## src/sv/pcd_pkg.sv

```systemverilog
// Shared types and constants for the clamped PID duty controller.
// No dependencies; used by pcd_regs and clamped_pid_duty_controller.
package pcd_pkg;

	localparam int SAMPLE_BITS_DEF = 10;
	localparam int GAIN_W          = 24;
	localparam int DUTY_W          = 10;
	localparam int THR_W           = 10;
	localparam int FRAC_BITS       = 16;
	localparam int SUM_W           = 32;
	localparam int IDX_W           = 3;
	localparam int CFG_W           = 24;
	localparam int OUT_W           = ((DUTY_W + 1 + 7) / 8) * 8;

	// register indexes
	localparam logic [IDX_W-1:0] REG_GAIN_P          = IDX_W'(0);
	localparam logic [IDX_W-1:0] REG_GAIN_I          = IDX_W'(1);
	localparam logic [IDX_W-1:0] REG_GAIN_D          = IDX_W'(2);
	localparam logic [IDX_W-1:0] REG_DUTY_CEILING    = IDX_W'(3);
	localparam logic [IDX_W-1:0] REG_LEVEL_THRESHOLD = IDX_W'(4);

	// reset values
	localparam logic [GAIN_W-1:0] GAIN_P_RST    = GAIN_W'(65536);
	localparam logic [GAIN_W-1:0] GAIN_I_RST    = GAIN_W'(655);
	localparam logic [GAIN_W-1:0] GAIN_D_RST    = GAIN_W'(0);
	localparam logic [DUTY_W-1:0] CEILING_RST   = DUTY_W'(100);
	localparam logic [THR_W-1:0]  THRESHOLD_RST = THR_W'(622);

	typedef struct packed {
		logic [GAIN_W-1:0] gain_p;
		logic [GAIN_W-1:0] gain_i;
		logic [GAIN_W-1:0] gain_d;
		logic [DUTY_W-1:0] duty_ceiling;
		logic [THR_W-1:0]  level_threshold;
	} pcd_cfg_t;

endpackage

```

## src/sv/pcd_regs.sv

```systemverilog
// Configuration register file of the PID duty controller.
// Depends on pcd_pkg for widths, register indexes and reset values.
module pcd_regs (
	input  logic                          clk,
	input  logic                          arst_n,
	input  logic                          cfg_we,
	input  logic [pcd_pkg::IDX_W-1:0]     cfg_index,
	input  logic [pcd_pkg::CFG_W-1:0]     cfg_data,
	output pcd_pkg::pcd_cfg_t             cfg
);

	pcd_pkg::pcd_cfg_t cfg_q;

	always_ff @(posedge clk or negedge arst_n) begin
		if (!arst_n) begin
			cfg_q.gain_p          <= pcd_pkg::GAIN_P_RST;
			cfg_q.gain_i          <= pcd_pkg::GAIN_I_RST;
			cfg_q.gain_d          <= pcd_pkg::GAIN_D_RST;
			cfg_q.duty_ceiling    <= pcd_pkg::CEILING_RST;
			cfg_q.level_threshold <= pcd_pkg::THRESHOLD_RST;
		end else if (cfg_we) begin
			case (cfg_index)
				pcd_pkg::REG_GAIN_P: begin
					cfg_q.gain_p <= cfg_data[pcd_pkg::GAIN_W-1:0];
				end
				pcd_pkg::REG_GAIN_I: begin
					cfg_q.gain_i <= cfg_data[pcd_pkg::GAIN_W-1:0];
				end
				pcd_pkg::REG_GAIN_D: begin
					cfg_q.gain_d <= cfg_data[pcd_pkg::GAIN_W-1:0];
				end
				pcd_pkg::REG_DUTY_CEILING: begin
					cfg_q.duty_ceiling <= cfg_data[pcd_pkg::DUTY_W-1:0];
				end
				pcd_pkg::REG_LEVEL_THRESHOLD: begin
					cfg_q.level_threshold <= cfg_data[pcd_pkg::THR_W-1:0];
				end
				default: begin
					// unmapped index: write dropped
				end
			endcase
		end
	end

	assign cfg = cfg_q;

endmodule

```

## config.mk

```make
export PLATFORM = sky130hd
export DESIGN_NAME = pcd_regs
export DESIGN_NICKNAME = d
export VERILOG_FILES = /design/src/sv/pcd_pkg.sv /design/src/sv/pcd_regs.sv
export SDC_FILE = /design/constraint.sdc
export NUM_CORES = 1
export LEC_CHECK = 0
export ABC_AREA = 1
export BUFFER_PORTS_ARGS = -buffer_cell sky130_fd_sc_hd__clkbuf_2
export CELL_PAD_IN_SITES_DETAIL_PLACEMENT = 0
export CELL_PAD_IN_SITES_GLOBAL_PLACEMENT = 1
export CORE_ASPECT_RATIO = 0.7
export CORE_MARGIN = 3
export CORE_UTILIZATION = 40
export DETAILED_ROUTE_END_ITERATION = 10
export PLACE_DENSITY = 0.88
export SYNTH_ARGS = -nofsm -noshare
export SYNTH_HDL_FRONTEND = slang
export SYNTH_SLANG_ARGS = --single-unit
```

## constraint.sdc

```tcl
create_clock -name clk -period 1.58 [get_ports clk]
set_input_delay 0.079 -clock clk [delete_from_list [all_inputs] [get_ports clk]]
set_output_delay 0.079 -clock clk [all_outputs]
set_load 0.05 [all_outputs]
```

# After elaboration in Yosys (flattened, before gate mapping)
# Cells that the tools add are included.
# classes
n_eq_ne	4
n_reduce_logical	6
# ops
op	n
AND reduction 2 bit	5
== test 3 x 2 -> 1 bit (second input constant)	2
== test 3 x 1 -> 1 bit (second input constant)	1
== test 3 bit (second input constant)	1
logical NOT 3 bit	1
# totals
in_bits	30
word_cells	15
register_bits	92
output_inout_bits	92

# Logic depth before layout (Yosys ltp)
# Gate-level depths: netlist of the first run.
# logic_depth
depth_word	2
depth_mapped	6
ltp_nobuf	5

# Least setup slack after synthesis of the first run
# OpenSTA, ideal clock, no wires.
# synth_timing
path_type	reg2reg
startpoint	register, netlist name cfg[12]
endpoint	register cfg_q, in the netlist cfg[12]
required_time_ns	1.520
slack_ns	0.711
setup_time_ns	0.060
t_arrival_ns	0.808
stages_incl_launch_ff	3
path_cell_list	dfstp_2 nand2_1 nand2_1
# synth_rtl
element	line_no	rtl
end: declaration	pcd_regs.sv:12	pcd_pkg::pcd_cfg_t cfg_q;

# Worst setup path in the final report of the first run
# layout_timing
startpoint	register cfg_q, in the netlist cfg[1]
endpoint	output cfg[1] in the netlist's numbering
# layout_rtl
element	line_no	rtl
end: declaration	pcd_regs.sv:9	output pcd_pkg::pcd_cfg_t cfg
# No word-level cell between the ends.

==> results of run 1 <==
## per-layer routing
layer  vias to the layer above  wire length (um)  global-route usage
met5                         -                 0                   0
met1                      1543              4690               0.284
met4                         0                46              0.0305
met3                         6               952              0.0675
met2                       127              4570               0.312
li1                       1538                 -                   -
## logic make-up after synthesis
kind of cell	share of synthesized area
buf+inv	0.0519
flops	0.617
simple gates	0.331
## power groups by stage
stage                     clock network, uW  registers (uW)  logic (uW)
final                                  2410            3140        2710
after global routing                   2570            3190        2870
after CTS                              2440            3130        2740
after detailed placement                  0            3160        2740
after global placement                    0            3160        2690
after floorplan                           0            4700         445
## cell usage in the layout, fill, tap and decap left out
cell type / synthesis / final
nand2_1: 198 / 198
clkbuf_2: 0 / 120
nand3_1: 82 / 82
dfrtp_1: 76 / 76
dfstp_2: 16 / 16
clkbuf_16: 0 / 9
buf_4: 8 / 8
nor2_4: 5 / 5
inv_2: 3 / 3
inv_1: 3 / 3
clkbuf_1: 1 / 3
bufinv_16: 0 / 3
nand2_2: 2 / 2
nand2_4: 2 / 2
dlygate4sd3_1: 0 / 2
clkinvlp_4: 0 / 1
buf_12: 0 / 1
## path summary, 6_finish.rpt
path / from / end / slack, ps / cells after the start
worst max-delay path: cfg[1] / cfg[1] / 350 / 1
worst min-delay path: cfg_data[2] / cfg[12] / 9 / 3
worst max register to register: cfg[1] / cfg[1] / 850 / 2
worst min register to register: cfg[6] / cfg[6] / 460 / 2
max in group asynchronous: arst_n / cfg[47] / 830 / 3
min in group asynchronous: arst_n / cfg[37] / 330 / 3
## synthesized netlist by cell type
library cell,count,area share
inv_2,3,0.0030
buf_6,7,0.021
nand3_1,82,0.11
buf_4,8,0.016
dfstp_2,16,0.11
dfrtp_1,76,0.51
buf_2,6,0.0080
nand2_4,2,0.0060
inv_1,3,0.0030
nor2_4,5,0.015
nand2_1,198,0.20
nand2_2,2,0.0033
clkbuf_1,1,0.0010
## worst min-delay path, cell delays in order
cell      delay (ps)
clkbuf_2         130
nand2_1           80
nand2_1           50
## repair_timing
item | CTS | global route
hold endpoints to repair | 77 | 0
endpoints found under the setup margin | 0 | 0
hold buffers | 2 | 0
## stage by stage
step                      total power, uW  cell area (um2)  std cells
final                                8250             4770        654
after global routing                 8630             4770        654
after CTS                            8320             4770        654
after detailed placement             5900             4420        636
after global placement               5860             4420        636
after floorplan                      5150             3760        409
## layout make-up
type | instances | area (um2) | share of cell area
well taps | 120 | 150 | 0.0314
clock inverters | 4 | 97.6 | 0.0204
clock buffers | 12 | 236 | 0.0495
flip-flops and latches | 92 | 2320 | 0.486
inverters | 6 | 22.5 | 0.00472
multi-input cells | 289 | 1240 | 0.261
repair buffers | 131 | 701 | 0.147
==> flow_metrics.env, run 1 <==
export IMPL_outcome="finished, final reports clean"
export IMPL_hold_violations=0
export IMPL_tns_ps=0
export IMPL_dieWidth_um=122
export IMPL_cts_buffers_inserted=9
export IMPL_finalWorstSetupSlack_ps=348
export IMPL_powerDensity_mw_per_mm2=1730
export IMPL_drv_slew=0
export IMPL_cts_setup_buffers=0
export IMPL_power_internal_uw=4920
export IMPL_place_ws_ps=309
export IMPL_hpwl_um=7110
export IMPL_cts_resized=0
export IMPL_worst_path_max_delay_cell="dfstp_2"
export IMPL_clk_insertion_delay_late_ps=330
export IMPL_critPathMaxStageDelay_ps=550
export IMPL_dr_total_vias=3214
export IMPL_p_leak_uw=0.00270
export IMPL_start_kind="register"
export IMPL_rows=28
export IMPL_dieArea_mm2=0.0106
export IMPL_setup_viol=0
export IMPL_start_util=0.428
export IMPL_timing_max_cap_violations=0
export IMPL_final_nets=559
export IMPL_rsz0062_at_grt="false"
export IMPL_power_frac_comb=0.328
export IMPL_cp_num_buf_inv=1
export IMPL_cts_root_buf="clkbuf_16"
export IMPL_finalCritPeriodShare=0.780
export IMPL_synthesis_nets=439
export IMPL_ir_drop_mv=0.742
export IMPL_synth_cells=409
export IMPL_period_minus_slack_ps=1230
export IMPL_cts_sinks=92
export IMPL_final_layout_size_suffix_gt1_frac=0.318
export IMPL_grt_remaining_overflow=0
export IMPL_largest_reg_flops=92
export IMPL_worst_pin_slew_ps=498
export IMPL_fmax_ghz=0.812
export IMPL_final_setup_skew_ps=0
export IMPL_netlist_area_mm2=0.00376
export IMPL_final_util=0.543
export IMPL_avgSynthCellArea_um2=9.20
export IMPL_end_kind="output port"
export IMPL_grt_pass1_wl_um=16400
export IMPL_ctsHtreeMaxLevel=3
export IMPL_ys_seq_area_frac=0.617
export IMPL_switching_share=0.404
export IMPL_clock_path_buffers=2
export IMPL_grt_start_max_net_pins=93
export IMPL_n_antenna_cell=0
export IMPL_first_iter_violations=251
export IMPL_core_area_mm2=0.00879
export IMPL_drt_total_wl_um=10300
export IMPL_final_antenna_net_count=0
export IMPL_ys_warn_count=0
export IMPL_pwr_share_clk=0.292
export IMPL_cts_tree="done"
export IMPL_clkTransAtPathRegs_ps=60
export IMPL_path_class="reg -> out"
export IMPL_grtUsageTotal=0.201
export IMPL_n_fill_cell=824
export IMPL_grt_pass1_vias=3126
export IMPL_port_buffers=121
export IMPL_hold_class="in -> reg"
export IMPL_viasPerCell=4.91
export IMPL_required_ps=1500
export IMPL_slew_headroom=0.668
export IMPL_hold_slack_ps=9.32
export IMPL_crit_family="flip-flops"
export IMPL_ys_seq_elements=92
export IMPL_synth_distinct_cells=13
export IMPL_wl_per_cell_um=15.7
export IMPL_die_y_um=87.1
export IMPL_dr_pass1_iters=4
export IMPL_gp_congestion=0.758
export IMPL_p_seq_frac=0.380
export IMPL_ios=122
export IMPL_drc=0
export IMPL_arrival_ps=1150
export IMPL_p_switching_uw=3330
export IMPL_crit_fanout=2
export IMPL_antenna_found_initial=0
export IMPL_syn2layout_area_growth_pct=26.9
export IMPL_cp_cell_sequence="clkbuf_2"
Note: power is estimated with default switching activity, not from simulation.
==> run 2: changes to the inputs <==
ABC_AREA = 0   (was 1)
CORE_UTILIZATION = 36   (was 40)
PLACE_DENSITY = 0.79   (was 0.88)
clock period = 1.05 ns   (was 1.58 ns; I/O delays follow)
==> flow_metrics.env, run 2 <==
export IMPL_rows=29
export IMPL_synth_cells=199
export IMPL_final_util=0.561
export IMPL_final_setup_skew_ps=0
export IMPL_ys_seq_elements=92
export IMPL_cts_buffers_inserted=9
export IMPL_dr_pass1_iters=4
export IMPL_async_reset_ff_frac=1.00
export IMPL_final_seq_area_mm2=0.00232
export IMPL_period_minus_slack_ps=1100
export IMPL_ys_seq_area_frac=0.655
export IMPL_dieArea_mm2=0.0111
export IMPL_final_nets=375
export IMPL_place_ws_ps=-198
export IMPL_port_buffers=121
export IMPL_gp_congestion=0.733
export IMPL_outcome="complete, but fails checks"
export IMPL_finalWorstSetupSlack_ps=-55.0
export IMPL_fmax_ghz=0.905
export IMPL_rr_worst_depth=1
export IMPL_drv_slew=0
export IMPL_critPathMaxStageDelay_ps=560
export IMPL_first_iter_violations=91
export IMPL_timing_max_cap_violations=0
export IMPL_yosysMostFrequentCell="mux2_2"
export IMPL_die_y_um=89.0
export IMPL_synthesis_nets=229
export IMPL_hold_class="in -> reg"
export IMPL_largest_reg_flops=92
export IMPL_required_ps=1000
export IMPL_rsz0062_at_grt="true"
export IMPL_grt_pass1_wl_um=12900
export IMPL_path_class="reg -> out"
export IMPL_n_fill_cell=762
export IMPL_cts_root_buf="clkbuf_16"
export IMPL_finalInstanceArea_mm2=0.00523
export IMPL_core_area_mm2=0.00933
export IMPL_ctsHtreeMaxLevel=3
export IMPL_ir_drop_mv=1.75
export IMPL_grt_pass1_vias=2403
export IMPL_synth_top_cell_area_share=0.537
export IMPL_cts_setup_buffers=0
export IMPL_clock_path_buffers=2
export IMPL_hpwl_um=5570
export IMPL_final_antenna_net_count=0
export IMPL_final_cell_mix="mux2_2 (88), dfrtp_1 (76), clkbuf_2 (45)"
export IMPL_drc=0
export IMPL_cts_sinks=92
export IMPL_start_kind="register"
export IMPL_grt_remaining_overflow=0
export IMPL_powerDensity_mw_per_mm2=2650
export IMPL_synth_distinct_cells=11
export IMPL_synth_top_cell_by_area="dfrtp_1"
export IMPL_multi_input_area_mm2=0.00112
export IMPL_placed_area_mm2=0.00438
export IMPL_cp_cell_sequence="clkbuf_16"
export IMPL_drt_total_wl_um=8130
export IMPL_final_common_cell="mux2_2"
export IMPL_ys_flop_type="dfrtp_1"
export IMPL_violations="negative setup slack"
export IMPL_end_kind="output port"
export IMPL_synthTopCellsByCount="mux2_2 (88), dfrtp_1 (76), dfstp_2 (16)"
export IMPL_ios=122
export IMPL_cp_num_buf_inv=1
export IMPL_viasPerCell=4.68
export IMPL_clkTransAtPathRegs_ps=60
export IMPL_wl_per_cell_um=17.1
export IMPL_grtUsageTotal=0.151
export IMPL_netlist_area_mm2=0.00354
export IMPL_syn2layout_area_growth_pct=47.6
export IMPL_final_layout_size_suffix_gt1_frac=0.731
export IMPL_arrival_ps=1050
export IMPL_finalCritPeriodShare=1.05
export IMPL_synthTopCellsByArea="dfrtp_1 (54%), mux2_2 (28%), dfstp_2 (12%), buf_6 (2.2%), mux2_4 (1.3%)"
export IMPL_antenna_found_initial=0
export IMPL_ys_warn_count=0
export IMPL_avgSynthCellArea_um2=17.8
export IMPL_clk_insertion_delay_late_ps=330
export IMPL_grt_start_max_net_pins=49
export IMPL_hold_violations=0
export IMPL_p_leak_uw=0.00240
export IMPL_start_util=0.380
export IMPL_dr_total_vias=2218
export IMPL_crit_family="flip-flops"
export IMPL_cts_tree="done"
export IMPL_synth_edf_count=0
export IMPL_crit_fanout=2
export IMPL_setup_viol=16
export IMPL_worst_pin_slew_ps=297
export IMPL_worst_path_max_delay_cell="dfstp_2"
export IMPL_n_antenna_cell=0
export IMPL_cp_depth=1
export IMPL_dieWidth_um=125
export IMPL_hold_path_depth=2
export IMPL_slew_headroom=0.803
run 2: cell types whose count changed after synthesis, sizes merged, moves of 3 or more:
cell / before / now
and4bb: 0 / 3
nor2: 5 / 0
mux2: 0 / 92
nand2: 202 / 0
inv: 6 / 0
nand3: 82 / 0
buf: 21 / 10
run 2: final cells by class:
type	instances	area share
multi-input cells	97	0.214
flip-flops and latches	92	0.444
well taps	124	0.0297
clock buffers	10	0.0438
clock inverters	6	0.0215
repair buffers	145	0.247
run 2: report_power, final:
group / leakage (uW) / internal (uW) / switching, uW / total [uW]
registers: 0.00108 / 4430 / 469 / 4900
logic: 0.00117 / 1800 / 3540 / 5340
clock network: 0.000155 / 2330 / 1310 / 3640
run 2: stage by stage:
stage / hold slack [ps] / TNS, ps / power, uW / cells
2_1_floorplan: -243 / -1360 / 8440 / 199
3_3_place_gp: 56.6 / -9970 / 9590 / 443
3_5_place_dp: 59.4 / -11900 / 9670 / 443
4_1_cts: 2.11 / -1040 / 14000 / 474
5_1_grt: 12.1 / -1310 / 14500 / 474
6_report: 13.4 / -712 / 13900 / 474
run 2: kinds of logic (layout without fill, tap and decap cells):
logic type	count (synthesis)	after routing	synth area share
and+or+nand+nor	5	5	0.0198
DFF	92	92	0.655
muxes	92	92	0.296
buffers and inverters	10	161	0.0293
run 2: path summary, 6_finish.rpt:
kind                       slack, ps   startpoint      end
max                              -50      cfg[51]  cfg[51]
min                               10  cfg_data[7]  cfg[17]
max reg2reg                      280      cfg[91]  cfg[91]
min reg2reg                      500      cfg[87]  cfg[87]
max in group asynchronous        490       arst_n   cfg[9]
min in group asynchronous        250       arst_n  cfg[83]
run 2: timing repair:
item                                    in CTS  in global routing
endpoints found under the hold margin      132                  0
endpoints found under the setup margin      24                 67
gates resized for setup                     55                 62
gates cloned                                 0                  0
hold buffers                                15                  0
run 2: per-layer routing:
| layer | GRT usage | vias up | share of wire |
|---|---|---|---|
| li1 | - | 1012 | - |
| met1 | 0.183 | 1126 | 0.42 |
| met2 | 0.256 | 67 | 0.50 |
| met3 | 0.0490 | 13 | 0.058 |
| met4 | 0.0587 | 0 | 0.017 |
| met5 | 0 | - | 0 |
==> run 3: changes to the inputs <==
CORE_MARGIN = 2   (was 3)
==> flow_metrics.env, run 3 (synthesis gave the netlist of run 2 again) <==
export IMPL_worst_path_max_delay_cell="dfstp_2"
export IMPL_n_antenna_cell=0
export IMPL_final_antenna_net_count=0
export IMPL_startpoint="cfg[53]"
export IMPL_viasPerCell=4.80
export IMPL_stdcell_count=479
export IMPL_cp_cell_sequence="clkbuf_16"
export IMPL_rows=30
export IMPL_syn2layout_area_growth_pct=44.2
export IMPL_cts_tree="done"
export IMPL_r2r_start="cfg[41]"
export IMPL_final_layout_size_suffix_gt1_frac=0.721
export IMPL_critPathMaxStageDelay_ps=560
export IMPL_tns_ps=-689
export IMPL_arrival_ps=1070
export IMPL_ctsHtreeMaxLevel=3
export IMPL_place_ws_ps=-180
export IMPL_cp_depth=1
export IMPL_worst_pin_slew_ps=278
export IMPL_grt_pass1_wl_um=12700
export IMPL_cts_sinks=92
export IMPL_drt_total_wl_um=7980
export IMPL_core_area_mm2=0.00965
export IMPL_fmax_ghz=0.894
export IMPL_start_util=0.367
export IMPL_reg2reg_to="cfg[41]"
export IMPL_drv_slew=0
export IMPL_start_kind="register"
export IMPL_largest_reg_flops=92
export IMPL_r2r_slack_ps=270
export IMPL_period_minus_slack_ps=1120
export IMPL_endpoint="cfg[53]"
export IMPL_finalCritPeriodShare=1.06
export IMPL_die_y_um=87.0
export IMPL_p_leak_uw=0.00235
export IMPL_hpwl_um=5330
export IMPL_grt_start_max_net_pins=43
export IMPL_cts_setup_buffers=0
export IMPL_grt_remaining_overflow=0
export IMPL_path_class="reg -> out"
export IMPL_setup_viol=16
export IMPL_hold_violations=0
export IMPL_cts_buffers_inserted=9
export IMPL_port_buffers=121
export IMPL_timing_max_cap_violations=0
export IMPL_crit_fanout=2
export IMPL_gp_congestion=0.693
export IMPL_dieArea_mm2=0.0107
export IMPL_final_cell_mix="mux2_2 (88), dfrtp_1 (76), buf_2 (49)"
export IMPL_antenna_found_initial=0
export IMPL_drc=0
export IMPL_final_common_cell="mux2_2"
export IMPL_crit_family="flip-flops"
export IMPL_grtUsageTotal=0.160
export IMPL_ir_drop_mv=1.15
export IMPL_powerDensity_mw_per_mm2=2560
export IMPL_outcome="complete, but fails checks"
export IMPL_grt_pass1_vias=2473
export IMPL_cp_num_buf_inv=1
export IMPL_rsz0062_at_grt="true"
export IMPL_final_nets=376
export IMPL_slew_headroom=0.815
export IMPL_finalWorstSetupSlack_ps=-68.0
export IMPL_required_ps=1000
export IMPL_cts_root_buf="clkbuf_16"
export IMPL_hold_slack_ps=18.7
export IMPL_clkTransAtPathRegs_ps=60
export IMPL_dr_pass1_iters=4
export IMPL_clk_insertion_delay_late_ps=330
export IMPL_clock_path_buffers=2
export IMPL_wl_per_cell_um=16.6
export IMPL_end_kind="output port"
export IMPL_dieWidth_um=123
export IMPL_hold_class="in -> reg"
export IMPL_ios=122
export IMPL_violations="negative setup slack"
export IMPL_dr_total_vias=2298
export IMPL_rr_worst_depth=1
export IMPL_final_setup_skew_ps=0
export IMPL_dp_cells=447
export IMPL_first_iter_violations=60
## run 3: cell types whose count changed in the layout (fill, tap and decap cells not counted), sizes merged
| cell | before | now |
|---|---|---|
| buf | 52 | 63 |
| bufinv | 3 | 0 |
| clkbuf | 88 | 80 |
| clkinv | 0 | 2 |
| clkinvlp | 3 | 1 |
| dlygate4sd3 | 15 | 16 |
## run 3: timing repair
action	4_1_cts	5_1_grt
setup endpoints to repair	20	81
gates resized for setup	48	85
hold buffers	16	0
hold endpoints to repair	121	0
## run 3: worst min path at each step
stage,from,depth (start not counted),endpoint
floorplan,arst_n,0,cfg[0]
global placement,arst_n,1,cfg[23]
detailed placement,arst_n,1,cfg[29]
CTS,cfg_data[6],2,cfg[16]
global route,cfg_data[6],2,cfg[16]
finish,cfg_data[3],2,cfg[23]
## run 3: metrics by stage
stage                     power [uW]  cell area, um2   util
after global routing           13700            5110  0.530
after floorplan                 8440            3540      -
after global placement          9560            4360  0.452
final                          13100            5110  0.530
after detailed placement        9650            4360  0.452
after CTS                      13100            5070  0.525
## run 3: area by class of cell
class,count,area [um2]
Clock buffer,13,240
Clock inverter,3,17.5
Fill cell,798,4540
Multi-Input combinational cell,97,1120
Sequential cell,92,2320
Tap cell,128,160
Timing Repair Buffer,146,1250
## run 3: power breakdown
group / internal, uW / total [uW] / switching [uW] / leakage (uW)
clock: 1600 / 2870 / 1270 / 0.000124
sequential: 4430 / 4910 / 470 / 0.00108
combinational: 1770 / 5310 / 3540 / 0.00115
## run 3: routing by layer
metal	GRT usage	vias to the layer above	wire length, um
met5	0	-	0
met4	0.0585	0	113
met3	0.0569	10	481
met2	0.264	76	3990
met1	0.194	1203	3390
li1	-	1009	-
